--- src/sv/oks_pkg.sv ---
// ----------------------------------------------------------------------------
// oks_pkg
// Types, constants and bit-search helpers of the ordered key set.
// ----------------------------------------------------------------------------
`timescale 1ns / 1ps
`default_nettype none

package oks_pkg;

  // key split into a row address and a bit position in the row
  localparam int KEY_BITS = 7;
  localparam int LO_BITS  = (KEY_BITS + 1) / 2;
  localparam int HI_BITS  = KEY_BITS - LO_BITS;
  localparam int ROW_W    = 1 << LO_BITS;
  localparam int NROWS    = 1 << HI_BITS;

  typedef logic [KEY_BITS-1:0] key_t;
  typedef logic [LO_BITS-1:0]  lo_t;
  typedef logic [HI_BITS-1:0]  hi_t;
  typedef logic [ROW_W-1:0]    row_t;
  typedef logic [NROWS-1:0]    summ_t;

  typedef enum logic [1:0] {
    REQ_INSERT = 2'd0,
    REQ_DELETE = 2'd1,
    REQ_SUCC   = 2'd2,
    REQ_PRED   = 2'd3
  } req_e;

  typedef enum logic [2:0] {
    ST_IDLE,
    ST_ROW,
    ST_NBR,
    ST_BND,
    ST_MIN,
    ST_MAX,
    ST_DONE
  } state_e;

  typedef struct packed {
    logic rd_en;
    hi_t  rd_addr;
    logic wr_en;
    hi_t  wr_addr;
    row_t wr_data;
  } ram_req_t;

  typedef struct packed {
    logic found;
    key_t neighbor_key;
    logic set_empty;
    key_t smallest;
    key_t largest;
  } rslt_t;

  // lowest set bit of a row
  function automatic lo_t row_first(row_t v);
    lo_t r;
    r = '0;
    for (int i = ROW_W - 1; i >= 0; i--) begin
      if (v[i]) r = lo_t'(i);
    end
    return r;
  endfunction

  // highest set bit of a row
  function automatic lo_t row_last(row_t v);
    lo_t r;
    r = '0;
    for (int i = 0; i < ROW_W; i++) begin
      if (v[i]) r = lo_t'(i);
    end
    return r;
  endfunction

  // lowest nonempty row
  function automatic hi_t sum_first(summ_t v);
    hi_t r;
    r = '0;
    for (int i = NROWS - 1; i >= 0; i--) begin
      if (v[i]) r = hi_t'(i);
    end
    return r;
  endfunction

  // highest nonempty row
  function automatic hi_t sum_last(summ_t v);
    hi_t r;
    r = '0;
    for (int i = 0; i < NROWS; i++) begin
      if (v[i]) r = hi_t'(i);
    end
    return r;
  endfunction

  // bits strictly above / below a position in a row
  function automatic row_t row_above(lo_t p);
    row_t m;
    for (int i = 0; i < ROW_W; i++) m[i] = (i > int'(p));
    return m;
  endfunction

  function automatic row_t row_below(lo_t p);
    row_t m;
    for (int i = 0; i < ROW_W; i++) m[i] = (i < int'(p));
    return m;
  endfunction

  // rows strictly above / below a row address
  function automatic summ_t sum_above(hi_t p);
    summ_t m;
    for (int i = 0; i < NROWS; i++) m[i] = (i > int'(p));
    return m;
  endfunction

  function automatic summ_t sum_below(hi_t p);
    summ_t m;
    for (int i = 0; i < NROWS; i++) m[i] = (i < int'(p));
    return m;
  endfunction

endpackage

`default_nettype wire

--- src/sv/oks_row_ram.sv ---
// ----------------------------------------------------------------------------
// oks_row_ram
// Presence bitmap rows, one write and one registered read port.
// ----------------------------------------------------------------------------
`timescale 1ns / 1ps
`default_nettype none

module oks_row_ram (
  input  wire logic              clk,
  input  wire oks_pkg::ram_req_t ram_req,
  output      oks_pkg::row_t     rd_data
);

  oks_pkg::row_t mem [oks_pkg::NROWS];
  oks_pkg::row_t rd_data_r;

  // write port
  always_ff @(posedge clk) begin
    if (ram_req.wr_en) begin
      mem[ram_req.wr_addr] <= ram_req.wr_data;
    end
  end

  // read port, registered
  always_ff @(posedge clk) begin
    if (ram_req.rd_en) begin
      rd_data_r <= mem[ram_req.rd_addr];
    end
  end

  assign rd_data = rd_data_r;

endmodule

`default_nettype wire

--- src/sv/oks_ctrl.sv ---
// ----------------------------------------------------------------------------
// oks_ctrl
// Request sequencer: row read-modify-write, row summary, neighbor search and
// bound refresh.
// ----------------------------------------------------------------------------
`timescale 1ns / 1ps
`default_nettype none

module oks_ctrl (
  input  wire logic              clk,
  input  wire logic              rst_n,
  input  wire logic              in_valid,
  output      logic              in_stall,
  input  wire logic [1:0]        in_req_type,
  input  wire oks_pkg::key_t     in_key,
  output      oks_pkg::ram_req_t ram_req,
  input  wire oks_pkg::row_t     rd_data,
  input  wire logic              out_free,
  output      logic              done,
  output      oks_pkg::rslt_t    rslt
);

  oks_pkg::state_e state_r, state_nxt;
  oks_pkg::req_e   req_r, req_nxt;
  oks_pkg::key_t   key_r, key_nxt;
  oks_pkg::summ_t  summ_r, summ_nxt;
  oks_pkg::hi_t    sel_r, sel_nxt;
  logic            found_r, found_nxt;
  oks_pkg::key_t   nb_r, nb_nxt;
  oks_pkg::key_t   min_r, min_nxt;
  oks_pkg::key_t   max_r, max_nxt;

  oks_pkg::hi_t    hi_k;
  oks_pkg::lo_t    lo_k;
  oks_pkg::row_t   row_v, bit_k, new_row, up_bits, dn_bits;
  oks_pkg::summ_t  up_rows, dn_rows;
  logic            has_k;

  // decode of the key row
  assign hi_k    = key_r[oks_pkg::KEY_BITS-1:oks_pkg::LO_BITS];
  assign lo_k    = key_r[oks_pkg::LO_BITS-1:0];
  assign row_v   = summ_r[hi_k] ? rd_data : '0;
  assign bit_k   = oks_pkg::row_t'(1) << lo_k;
  assign has_k   = |(row_v & bit_k);
  assign new_row = (req_r == oks_pkg::REQ_INSERT) ? (row_v | bit_k) : (row_v & ~bit_k);
  assign up_bits = row_v & oks_pkg::row_above(lo_k);
  assign dn_bits = row_v & oks_pkg::row_below(lo_k);
  assign up_rows = summ_r & oks_pkg::sum_above(hi_k);
  assign dn_rows = summ_r & oks_pkg::sum_below(hi_k);

  assign in_stall = (state_r != oks_pkg::ST_IDLE);

  // next state
  always_comb begin
    state_nxt = state_r;
    case (state_r)
      oks_pkg::ST_IDLE: begin
        if (in_valid) state_nxt = oks_pkg::ST_ROW;
      end
      oks_pkg::ST_ROW: begin
        case (req_r)
          oks_pkg::REQ_INSERT: state_nxt = has_k ? oks_pkg::ST_DONE : oks_pkg::ST_BND;
          oks_pkg::REQ_DELETE: state_nxt = has_k ? oks_pkg::ST_BND : oks_pkg::ST_DONE;
          oks_pkg::REQ_SUCC: begin
            state_nxt = (!(|up_bits) && (|up_rows)) ? oks_pkg::ST_NBR : oks_pkg::ST_DONE;
          end
          oks_pkg::REQ_PRED: begin
            state_nxt = (!(|dn_bits) && (|dn_rows)) ? oks_pkg::ST_NBR : oks_pkg::ST_DONE;
          end
          default: state_nxt = oks_pkg::ST_DONE;
        endcase
      end
      oks_pkg::ST_BND:  state_nxt = (|summ_r) ? oks_pkg::ST_MIN : oks_pkg::ST_DONE;
      oks_pkg::ST_NBR:  state_nxt = oks_pkg::ST_DONE;
      oks_pkg::ST_MIN:  state_nxt = oks_pkg::ST_MAX;
      oks_pkg::ST_MAX:  state_nxt = oks_pkg::ST_DONE;
      oks_pkg::ST_DONE: begin
        if (out_free) state_nxt = oks_pkg::ST_IDLE;
      end
      default: state_nxt = oks_pkg::ST_IDLE;
    endcase
  end

  // datapath and memory requests
  always_comb begin
    req_nxt   = req_r;
    key_nxt   = key_r;
    summ_nxt  = summ_r;
    sel_nxt   = sel_r;
    found_nxt = found_r;
    nb_nxt    = nb_r;
    min_nxt   = min_r;
    max_nxt   = max_r;
    ram_req   = '0;
    done      = 1'b0;
    case (state_r)
      oks_pkg::ST_IDLE: begin
        if (in_valid) begin
          req_nxt         = oks_pkg::req_e'(in_req_type);
          key_nxt         = in_key;
          found_nxt       = 1'b0;
          nb_nxt          = '0;
          ram_req.rd_en   = 1'b1;
          ram_req.rd_addr = in_key[oks_pkg::KEY_BITS-1:oks_pkg::LO_BITS];
        end
      end
      oks_pkg::ST_ROW: begin
        case (req_r)
          oks_pkg::REQ_INSERT, oks_pkg::REQ_DELETE: begin
            if ((req_r == oks_pkg::REQ_INSERT) != has_k) begin
              ram_req.wr_en   = 1'b1;
              ram_req.wr_addr = hi_k;
              ram_req.wr_data = new_row;
              summ_nxt[hi_k]  = |new_row;
            end
          end
          oks_pkg::REQ_SUCC: begin
            if (|up_bits) begin
              found_nxt = 1'b1;
              nb_nxt    = {hi_k, oks_pkg::row_first(up_bits)};
            end else if (|up_rows) begin
              ram_req.rd_en   = 1'b1;
              ram_req.rd_addr = oks_pkg::sum_first(up_rows);
              sel_nxt         = oks_pkg::sum_first(up_rows);
            end
          end
          oks_pkg::REQ_PRED: begin
            if (|dn_bits) begin
              found_nxt = 1'b1;
              nb_nxt    = {hi_k, oks_pkg::row_last(dn_bits)};
            end else if (|dn_rows) begin
              ram_req.rd_en   = 1'b1;
              ram_req.rd_addr = oks_pkg::sum_last(dn_rows);
              sel_nxt         = oks_pkg::sum_last(dn_rows);
            end
          end
          default: ;
        endcase
      end
      oks_pkg::ST_NBR: begin
        found_nxt = 1'b1;
        nb_nxt    = (req_r == oks_pkg::REQ_SUCC) ? {sel_r, oks_pkg::row_first(rd_data)}
                                                 : {sel_r, oks_pkg::row_last(rd_data)};
      end
      oks_pkg::ST_BND: begin
        if (|summ_r) begin
          ram_req.rd_en   = 1'b1;
          ram_req.rd_addr = oks_pkg::sum_first(summ_r);
          sel_nxt         = oks_pkg::sum_first(summ_r);
        end else begin
          min_nxt = '0;
          max_nxt = '0;
        end
      end
      oks_pkg::ST_MIN: begin
        min_nxt         = {sel_r, oks_pkg::row_first(rd_data)};
        ram_req.rd_en   = 1'b1;
        ram_req.rd_addr = oks_pkg::sum_last(summ_r);
        sel_nxt         = oks_pkg::sum_last(summ_r);
      end
      oks_pkg::ST_MAX: begin
        max_nxt = {sel_r, oks_pkg::row_last(rd_data)};
      end
      oks_pkg::ST_DONE: begin
        done = out_free;
      end
      default: ;
    endcase
  end

  // result fields
  assign rslt.found        = found_r;
  assign rslt.neighbor_key = nb_r;
  assign rslt.set_empty    = ~(|summ_r);
  assign rslt.smallest     = min_r;
  assign rslt.largest      = max_r;

  // control state
  always_ff @(posedge clk) begin
    if (!rst_n) begin
      state_r <= oks_pkg::ST_IDLE;
      summ_r  <= '0;
      min_r   <= '0;
      max_r   <= '0;
    end else begin
      state_r <= state_nxt;
      summ_r  <= summ_nxt;
      min_r   <= min_nxt;
      max_r   <= max_nxt;
    end
  end

  // request payload and search results
  always_ff @(posedge clk) begin
    req_r   <= req_nxt;
    key_r   <= key_nxt;
    sel_r   <= sel_nxt;
    found_r <= found_nxt;
    nb_r    <= nb_nxt;
  end

endmodule

`default_nettype wire

--- src/sv/ordered_key_set_successor.sv ---
// Ordered key set over 7-bit keys with strict successor/predecessor search.
// Input channel: in_valid/in_stall with in_req_type (0 insert, 1 delete,
// 2 successor, 3 predecessor) and in_key. Output channel: out_valid/out_stall
// with out_found, out_neighbor_key, out_set_empty, out_smallest, out_largest.
// One result per request. The block handles one request at a time, and each
// request reads the registered row memory (min/max rows only if nonempty):
//   query in the key's row or with no neighbor: key's row only
//   query that reads a second row:               key's row, then neighbor row
//   unchanged insert or delete:                  key's row only
//   insert or delete that changes the set:       key's row, min and max rows
// The next request is taken the cycle after the result enters the output
// register. Reset (rst_n low, synchronous) empties the set at once: the row
// summary flags gate the memory, so no clearing pass is needed. While the
// receiver stalls, the result holds in the output register and a finished
// request waits in the sequencer; input is stalled meanwhile.
// ----------------------------------------------------------------------------
// ordered_key_set_successor
// Top level: row memory, sequencer and output register.
// ----------------------------------------------------------------------------
`timescale 1ns / 1ps
`default_nettype none

module ordered_key_set_successor (
  input  wire logic                             clk,
  input  wire logic                             rst_n,
  input  wire logic                             in_valid,
  output      logic                             in_stall,
  input  wire logic [1:0]                       in_req_type,
  input  wire logic [oks_pkg::KEY_BITS-1:0]     in_key,
  output      logic                             out_valid,
  input  wire logic                             out_stall,
  output      logic                             out_found,
  output      logic [oks_pkg::KEY_BITS-1:0]     out_neighbor_key,
  output      logic                             out_set_empty,
  output      logic [oks_pkg::KEY_BITS-1:0]     out_smallest,
  output      logic [oks_pkg::KEY_BITS-1:0]     out_largest
);

  oks_pkg::ram_req_t ram_req;
  oks_pkg::row_t     rd_data;
  oks_pkg::rslt_t    rslt;
  oks_pkg::rslt_t    out_r;
  logic              done;
  logic              out_free;
  logic              out_valid_r, out_valid_nxt;

  // row memory
  oks_row_ram u_ram (
    .clk     (clk),
    .ram_req (ram_req),
    .rd_data (rd_data)
  );

  // request sequencer
  oks_ctrl u_ctrl (
    .clk         (clk),
    .rst_n       (rst_n),
    .in_valid    (in_valid),
    .in_stall    (in_stall),
    .in_req_type (in_req_type),
    .in_key      (in_key),
    .ram_req     (ram_req),
    .rd_data     (rd_data),
    .out_free    (out_free),
    .done        (done),
    .rslt        (rslt)
  );

  // output register
  assign out_free = !out_valid_r || !out_stall;

  always_comb begin
    out_valid_nxt = out_valid_r;
    if (out_valid_r && !out_stall) out_valid_nxt = 1'b0;
    if (done) out_valid_nxt = 1'b1;
  end

  always_ff @(posedge clk) begin
    if (!rst_n) begin
      out_valid_r <= 1'b0;
    end else begin
      out_valid_r <= out_valid_nxt;
    end
  end

  always_ff @(posedge clk) begin
    if (done) begin
      out_r <= rslt;
    end
  end

  assign out_valid        = out_valid_r;
  assign out_found        = out_r.found;
  assign out_neighbor_key = out_r.neighbor_key;
  assign out_set_empty    = out_r.set_empty;
  assign out_smallest     = out_r.smallest;
  assign out_largest      = out_r.largest;

endmodule

`default_nettype wire

--- config.mk ---
export PLATFORM = sky130hd
export DESIGN_NAME = ordered_key_set_successor
export DESIGN_NICKNAME = d
export VERILOG_FILES = /design/src/sv/oks_pkg.sv /design/src/sv/oks_row_ram.sv /design/src/sv/oks_ctrl.sv /design/src/sv/ordered_key_set_successor.sv
export SDC_FILE = /design/constraint.sdc
export NUM_CORES = 1
export LEC_CHECK = 0
export BUFFER_PORTS_ARGS = -buffer_cell sky130_fd_sc_hd__buf_2
export CORE_MARGIN = 2
export CORE_UTILIZATION = 66
export CTS_CLUSTER_DIAMETER = 200
export CTS_CLUSTER_SIZE = 10
export DETAILED_ROUTE_END_ITERATION = 10
export MAX_ROUTING_LAYER = met4
export PLACE_DENSITY = 0.84
export SYNTH_ARGS = -nofsm -noshare
export SYNTH_HDL_FRONTEND = slang
export SYNTH_HIERARCHICAL = 1
export SYNTH_SLANG_ARGS = --single-unit
--- constraint.sdc ---
create_clock -name clk -period 11.8 [get_ports clk]
set_input_delay 1.18 -clock clk [delete_from_list [all_inputs] [get_ports clk]]
set_output_delay 1.18 -clock clk [all_outputs]
set_load 0.01 [all_outputs]
==> qor.yml, run 1 <==
critical_path:
  r2r_slack_ns: 7.35
  path_depth: 10
  cp_slowest_cell: "edfxtp_1"
  cp.arrival_ns: 4.63
  start_kind: "flop"
  slowest_delay_ns: 0.88
  startpoint: "u_ctrl/key_r[5]"
  cp_common_cell: "nor2_1"
  crit_path_max_fanout: 25
  crit_required_ns: 11.98
  reg2reg_from: "u_ctrl/key_r[5]"
  worstPathBufferInverterCount: 2
  path_cells: "mux4_2 -> mux2i_4 -> nor2_1 -> mux2_2 -> o21ai_4 -> inv_2 -> and2_1 -> nand2b_1 -> nor2_1 -> buf_4"
  crit_type: "flop to flop"
  cpLargestDelayFamily: "multiplexers"
  endpoint: "u_ram/mem[1][5]"
  ff2ff_path_depth: 10
  r2r-end: "u_ram/mem[1][5]"
  end_kind: "flop"
die:
  die-area_um2: 17300
  initial_core_util_pct: 67.5
  fp-row-count: 46
  fp.dieW_um: 131
  die_h_um: 131
  core_um2: 15900
  io_pins: 38
clocking:
  clkSlewWorstSetupHoldPaths_ns: 0.06
  ctsResizeCount: 0
  hold_buffers: 0
  cts_made_buffers: 25
  cts_setup_buffers: 0
  clkSinkCount: 213
  clkLatencyLatePin_ns: 0.51
  htreeDepth: 1
  clock_tree.buffer_depth: 3
  cts_tree: "built"
  root_buffer: "clkbuf_16"
route:
  wl_per_cell_um: 25.6
  first_pass_iters: 6
  drt_iter0_drc: 1113
  vias: 7967
  via_per_inst: 7.14
  wirelength_mm: 28.5
  postRouteAntennaNets: 0
  drc: 0
yosys:
  yosysTopAreaCell: "edfxtp_1"
  netlist_area_um2: 10700
  yosys_warnings: 6
  synth.top_cell.area_share_pct: 52.4
  synthTopCellsByCount: "edfxtp_1, nor2_1, nand2_1, a21oi_1, o21ai_0"
  netlist_instances: 869
  synth_seq_area_share_pct: 57.2
  syn_nets: 882
  synth-edff-count: 187
  yosys-top-cells-area: "edfxtp_1, mux4_1, dfxtp_1"
  synth.distinct_cells: 82
  yosys.cell_count.top_type: "edfxtp_1"
  synthArstFlopShare_pct: 0
  synth_flop_cell: "edfxtp_1"
  yosys_register_bits: 213
  avgSynthCellArea_um2: 12.3
placed_design:
  port_buffers: 37
  place_hpwl_mm: 17.3
  dp.cells: 1071
  routabilityCongestion: 0.955
final_layout:
  multiInputGateArea_um2: 4120
  stdcell_count: 1116
  layout-area-overhead-vs-synth_pct: 8.43
  final_nets: 895
  fillers: 984
  diodes: 0
  layout-drive-gt1-share_pct: 13.9
  area.sequential_um2: 6140
sta:
  period_minus_slack_ns: 4.45
  maxSlewHeadroom_pct: 24.6
  hold_viol: 0
  setup_viol_count_final: 0
  final_max_slew_viol_count: 0
  fmax_mhz: 225
  worst_slew_pin_slew_ns: 1.13
  clock_skew_ns: 0.0155
  rsz0062_at_grt: "no"
  setup_tns_ns: 0
  finalCritPeriodShare_pct: 37.7
pwr:
  power.density_nw_per_um2: 173
  max-vdd-ir-drop_mv: 0.169
  power.leakage_nw: 3.51
global_route:
  grt_pass1_wl_mm: 43.9
  grt_max_degree: 48
  antenna_found_initial: 0
  groute.usage.overall_pct: 33.8
  first_global_vias: 7511
  grt_overflow_total: 0
job:
  drv_cap: 0
status:
  outcome: "finished, final reports clean"
worst_hold_path:
  hp-class: "flop to flop"
-- worst register-to-register path, cell delays in order, from the launching register on --
cell and delay [ns]:
edfxtp_1 0.88, mux4_2 0.64, mux2i_4 0.45, nor2_1 0.09, mux2_2 0.33, o21ai_4 0.56
inv_2 0.23, and2_1 0.30, nand2b_1 0.19, nor2_1 0.13, buf_4 0.30
-- worst min path at each step --
stage	cells past startpoint	endpoint	slack, ns	from
finish	0	out_neighbor_key[0]	0.42	u_ctrl/nb_r[0]
global placement	0	out_neighbor_key[6]	0.40	u_ctrl/nb_r[6]
floorplan	0	out_neighbor_key[0]	0.40	u_ctrl/nb_r[0]
CTS	0	out_neighbor_key[0]	0.42	u_ctrl/nb_r[0]
detailed placement	0	out_neighbor_key[0]	0.41	u_ctrl/nb_r[0]
global route	0	out_neighbor_key[0]	0.42	u_ctrl/nb_r[0]
-- cells by family after synthesis --
kind of cell	count (synthesis)	synth area share, %
AND/OR/NAND/NOR	264	12.2
AO/OA/AOI/OAI	244	15.5
flip-flops	213	57.2
buffers and inverters	91	4.48
multiplexers	57	10.6
-- registers in the layout, summed over array words and instances (netlist names), 7 cells and up --
name	cells
u_ctrl/summ_r	8
u_ctrl/key_r	7
u_ctrl/min_r	7
u_ctrl/max_r	7
u_ram/mem	128
out_smallest	7
out_largest	7
out_neighbor_key	7
u_ctrl/nb_r	7
u_ram/rd_data	16
-- area by class of cell --
type,count,share of cell area [%]
Clock buffer,44,5.99
Tap cell,216,2.32
Inverter,23,0.742
Timing Repair Buffer,54,2.69
Sequential cell,213,52.8
Clock inverter,1,0.0753
Multi-Input combinational cell,565,35.4
-- report_power, final --
part	switching, mW	total, mW	internal, mW
Sequential	0.0870	0.963	0.876
Combinational	0.235	0.368	0.133
Clock	0.285	0.682	0.396
Total	0.607	2.01	1.41
-- per-stage QoR --
stage	util (%)	hold slack, ns	total power [mW]	setup WS [ns]	area (µm²)
global placement	68.8	0.405	1.32	7.64	10900
global route	73.2	0.421	2.08	7.14	11600
finish	73.2	0.419	2.01	7.35	11600
CTS	73.2	0.421	2.01	7.45	11600
floorplan	-	0.400	1.22	7.94	10700
detailed placement	68.8	0.410	1.33	7.50	10900
-- layout by cell type (no fill, tap or decap), types with 4 or more instances in the layout --
cell type,instances
edfxtp_1,187
nor2_1,81
nand2_1,63
a21oi_1,62
o21ai_0,48
buf_2,37
mux4_1,28
dfxtp_1,26
clkbuf_16,25
clkbuf_1,19
inv_1,19
mux2_2,19
nand2b_1,18
a22oi_1,18
buf_4,17
nor3_1,15
nand3_1,14
nor2b_1,11
a31oi_1,11
o211ai_1,10
nor4_1,9
nand4_1,8
a21o_1,8
a211o_1,8
nand3b_1,8
a211oi_1,8
o22ai_1,7
mux4_2,6
and2_1,6
o32a_1,6
or2_2,5
o21ai_1,5
or3_1,4
nor3_2,4
a2bb2oi_1,4
a21boi_0,4
o31ai_1,4
o32ai_1,4
-- metal layers --
| layer | up-vias | track usage (%) | part of all wire [%] |
|---|---|---|---|
| met2 | 609 | 53.7 | 48 |
| met4 | 0 | 13.9 | 4.0 |
| met3 | 111 | 4.75 | 10 |
| met1 | 3817 | 44.5 | 38 |
| met5 | - | - | 0 |
| li1 | 3430 | - | - |
Note: power is estimated with default switching activity, not from simulation.
==> run 2: changes to the inputs <==
--- a/config.mk
+++ b/config.mk
@@ -5,14 +5,15 @@
 export SDC_FILE = /design/constraint.sdc
 export NUM_CORES = 1
 export LEC_CHECK = 0
+export ABC_AREA = 1
 export BUFFER_PORTS_ARGS = -buffer_cell sky130_fd_sc_hd__buf_2
 export CORE_MARGIN = 2
-export CORE_UTILIZATION = 66
+export CORE_UTILIZATION = 62
 export CTS_CLUSTER_DIAMETER = 200
 export CTS_CLUSTER_SIZE = 10
 export DETAILED_ROUTE_END_ITERATION = 10
 export MAX_ROUTING_LAYER = met4
-export PLACE_DENSITY = 0.84
+export PLACE_DENSITY = 0.8
 export SYNTH_ARGS = -nofsm -noshare
 export SYNTH_HDL_FRONTEND = slang
 export SYNTH_HIERARCHICAL = 1
==> constraint.sdc (replaced) <==
create_clock -name clk -period 4.67 [get_ports clk]
set_input_delay 0.467 -clock clk [delete_from_list [all_inputs] [get_ports clk]]
set_output_delay 0.467 -clock clk [all_outputs]
set_load 0.01 [all_outputs]
==> run 2 against run 1 <==
  * Hold slack lost 0.29 ns
  * Non-clock buffer count shrank 1
  * Synthesized cell count grew 49%
  * Global-route usage shrank 3.7 points
  * Synthesized area grew 1.2%
  * Core utilization shrank 3.9 points
  * Final cell count grew 42%
==> qor.yml, run 2 <==
route:
  first_pass_iters: 6
  wl_met1_mm: 11.1
  highest_layer: "met4"
  wl_met2_mm: 11.9
  postRouteAntennaNets: 0
  via_per_inst: 5.50
  drt_iter0_drc: 874
  drc: 0
  wl_per_cell_um: 16.6
  vias: 8691
  dr_wl_met3_mm: 2.38
  wirelength_mm: 26.3
clocking:
  cts_made_buffers: 25
  clkLatencyLatePin_ns: 0.51
  cts_setup_buffers: 0
  cts_tree: "built"
  hold_buffers: 0
  clkSlewWorstSetupHoldPaths_ns: 0.06
  root_buffer: "clkbuf_16"
  ctsResizeCount: 0
  htreeDepth: 1
  clkSinkCount: 213
  clock_tree.buffer_depth: 3
critical_path:
  end_kind: "flop"
  start_kind: "flop"
  cpLargestDelayFamily: "simple AND/OR/NAND/NOR gates"
  slowest_delay_ns: 0.56
  cp_slowest_cell: "buf_4"
  path_cells: "clkinv_2 -> nand2_1 -> nand3_1 -> nand2_2 -> nor2_4 -> nor2_1 -> o21ai_0 -> nand2_1 -> nor2_1 -> nand2_1 -> nor2_1 -> nand3_1 -> o22ai_1 -> nand2_1 -> nand3_2 -> buf_4 -> nand2_1 -> nand3_1 -> nand2_1 -> nand2_1 -> nand2_1"
  crit_path_max_fanout: 64
  startpoint: "u_ctrl/key_r[4]"
  crit_required_ns: 4.92
  crit_type: "flop to flop"
  cp_common_cell: "nand2_1"
  worstPathBufferInverterCount: 2
  ff2ff_path_depth: 21
  path_depth: 21
  cp.arrival_ns: 4.32
  reg2reg_from: "u_ctrl/key_r[4]"
final_layout:
  final_nets: 1353
  fillers: 1369
  largest_reg_flops: 128
  diodes: 0
  final_common_cell: "nand2_1"
  most-common-layout-cells: "nand2_1, inv_1, edfxtp_1, nor2_1, nand3_1"
  layout-area-overhead-vs-synth_pct: 9.73
  top_register: "u_ram/mem"
  layout-drive-gt1-share_pct: 8.33
sta:
  fmax_mhz: 246
  rsz0062_at_grt: "no"
  hold_viol: 0
  fin_ws_ns: 0.600
  period_minus_slack_ns: 4.07
  clock_skew_ns: 0.0151
  worst_slew_pin_slew_ns: 1.25
  finalCritPeriodShare_pct: 87.1
  setup_tns_ns: 0
  final_max_slew_viol_count: 0
  maxSlewHeadroom_pct: 16.6
  hold_ws_ns: 0.134
  setup_viol_count_final: 0
yosys:
  synth_flop_cell: "edfxtp_1"
  yosys.cell_count.top_type: "nand2_1"
  avgSynthCellArea_um2: 8.38
  yosysTopAreaCell: "edfxtp_1"
  synth-edff-count: 187
  synth.distinct_cells: 38
  synthArstFlopShare_pct: 0
  netlist_area_um2: 10900
  synth.top_cell.area_share_pct: 51.7
  yosys_register_bits: 213
  syn_nets: 1308
  yosys-top-cells-area: "edfxtp_1, nand2_1, inv_1"
  synth_seq_area_share_pct: 56.5
  netlist_instances: 1295
  synthTopCellsByCount: "nand2_1, inv_1, edfxtp_1, nor2_1, nand3_1"
  yosys_warnings: 6
pwr:
  power.density_nw_per_um2: 505
  pwr-share-comb_pct: 30.1
  max-vdd-ir-drop_mv: 0.410
  p_clk_share_pct: 28.0
  swShare_pct: 36.3
  p_seq_share_pct: 41.9
  p_int_mw: 3.83
  p_sw_mw: 2.18
  power.leakage_nw: 5.38
die:
  initial_core_util_pct: 63.2
  io_pins: 38
  die_h_um: 136
  fp.dieW_um: 136
  core_um2: 17200
  die-area_um2: 18600
  fp-row-count: 48
worst_hold_path:
  min-delay-start: "in_req_type[1]"
  hp-class: "primary input to flop"
  holdPathStages: 1
status:
  outcome: "finished, final reports clean"
placed_design:
  place_hpwl_mm: 17.5
  routabilityCongestion: 1.04
  place_ws_ns: 0.715
  port_buffers: 37
global_route:
  first_global_vias: 8091
  grt_pass1_wl_mm: 41.6
  grt_max_degree: 65
  grt_overflow_total: 0
  groute.usage.overall_pct: 30.1
  antenna_found_initial: 0
job:
  drv_cap: 0
-- run 2: cell type report --
class	instances	area (µm²)	share of cell area, %
flip-flops and latches	213	6140	51.5
multi-input cells	807	3560	29.9
inverters	240	902	7.58
clock buffers	42	689	5.79
repair buffers	53	330	2.77
well taps	225	282	2.36
clock inverters	1	8.76	0.0736
-- run 2: cells by family after synthesis --
logic type / count (synthesis) / share of synthesized area (%)
buf+inv: 275 / 10.8
compound gates: 127 / 6.38
flops: 213 / 56.5
simple gates: 680 / 26.3
-- run 2: stage by stage --
stage	cell area (µm²)	utilization, %	total power, mW	instances
floorplan	10900	-	3.82	1295
global placement	11200	65.3	4.28	1538
detailed placement	11200	65.3	4.30	1538
CTS	11900	69.3	5.99	1581
global route	11900	69.3	6.32	1581
finish	11900	69.3	6.02	1581
-- run 2: final timing paths --
path,to,slack (ns)
setup / recovery,u_ram/rd_data[10],0.60
setup reg to reg,u_ram/rd_data[10],0.60
hold reg to reg,out_neighbor_key[6],0.42
hold / removal,u_ctrl/req_r[1],0.13
-- run 2: power groups by stage --
stage | registers, mW | clock network (mW) | logic, mW
floorplan | 2.49 | 0 | 1.33
global placement | 2.54 | 0 | 1.74
detailed placement | 2.55 | 0 | 1.74
CTS | 2.52 | 1.71 | 1.76
global route | 2.54 | 1.78 | 2.01
finish | 2.52 | 1.68 | 1.81
-- run 2: layer usage --
| metal | up-vias | GRT usage (%) |
|---|---|---|
| met2 | 423 | 46.2 |
| li1 | 4203 | - |
| met5 | - | - |
| met3 | 66 | 4.74 |
| met1 | 3999 | 41.4 |
| met4 | 0 | 10.1 |
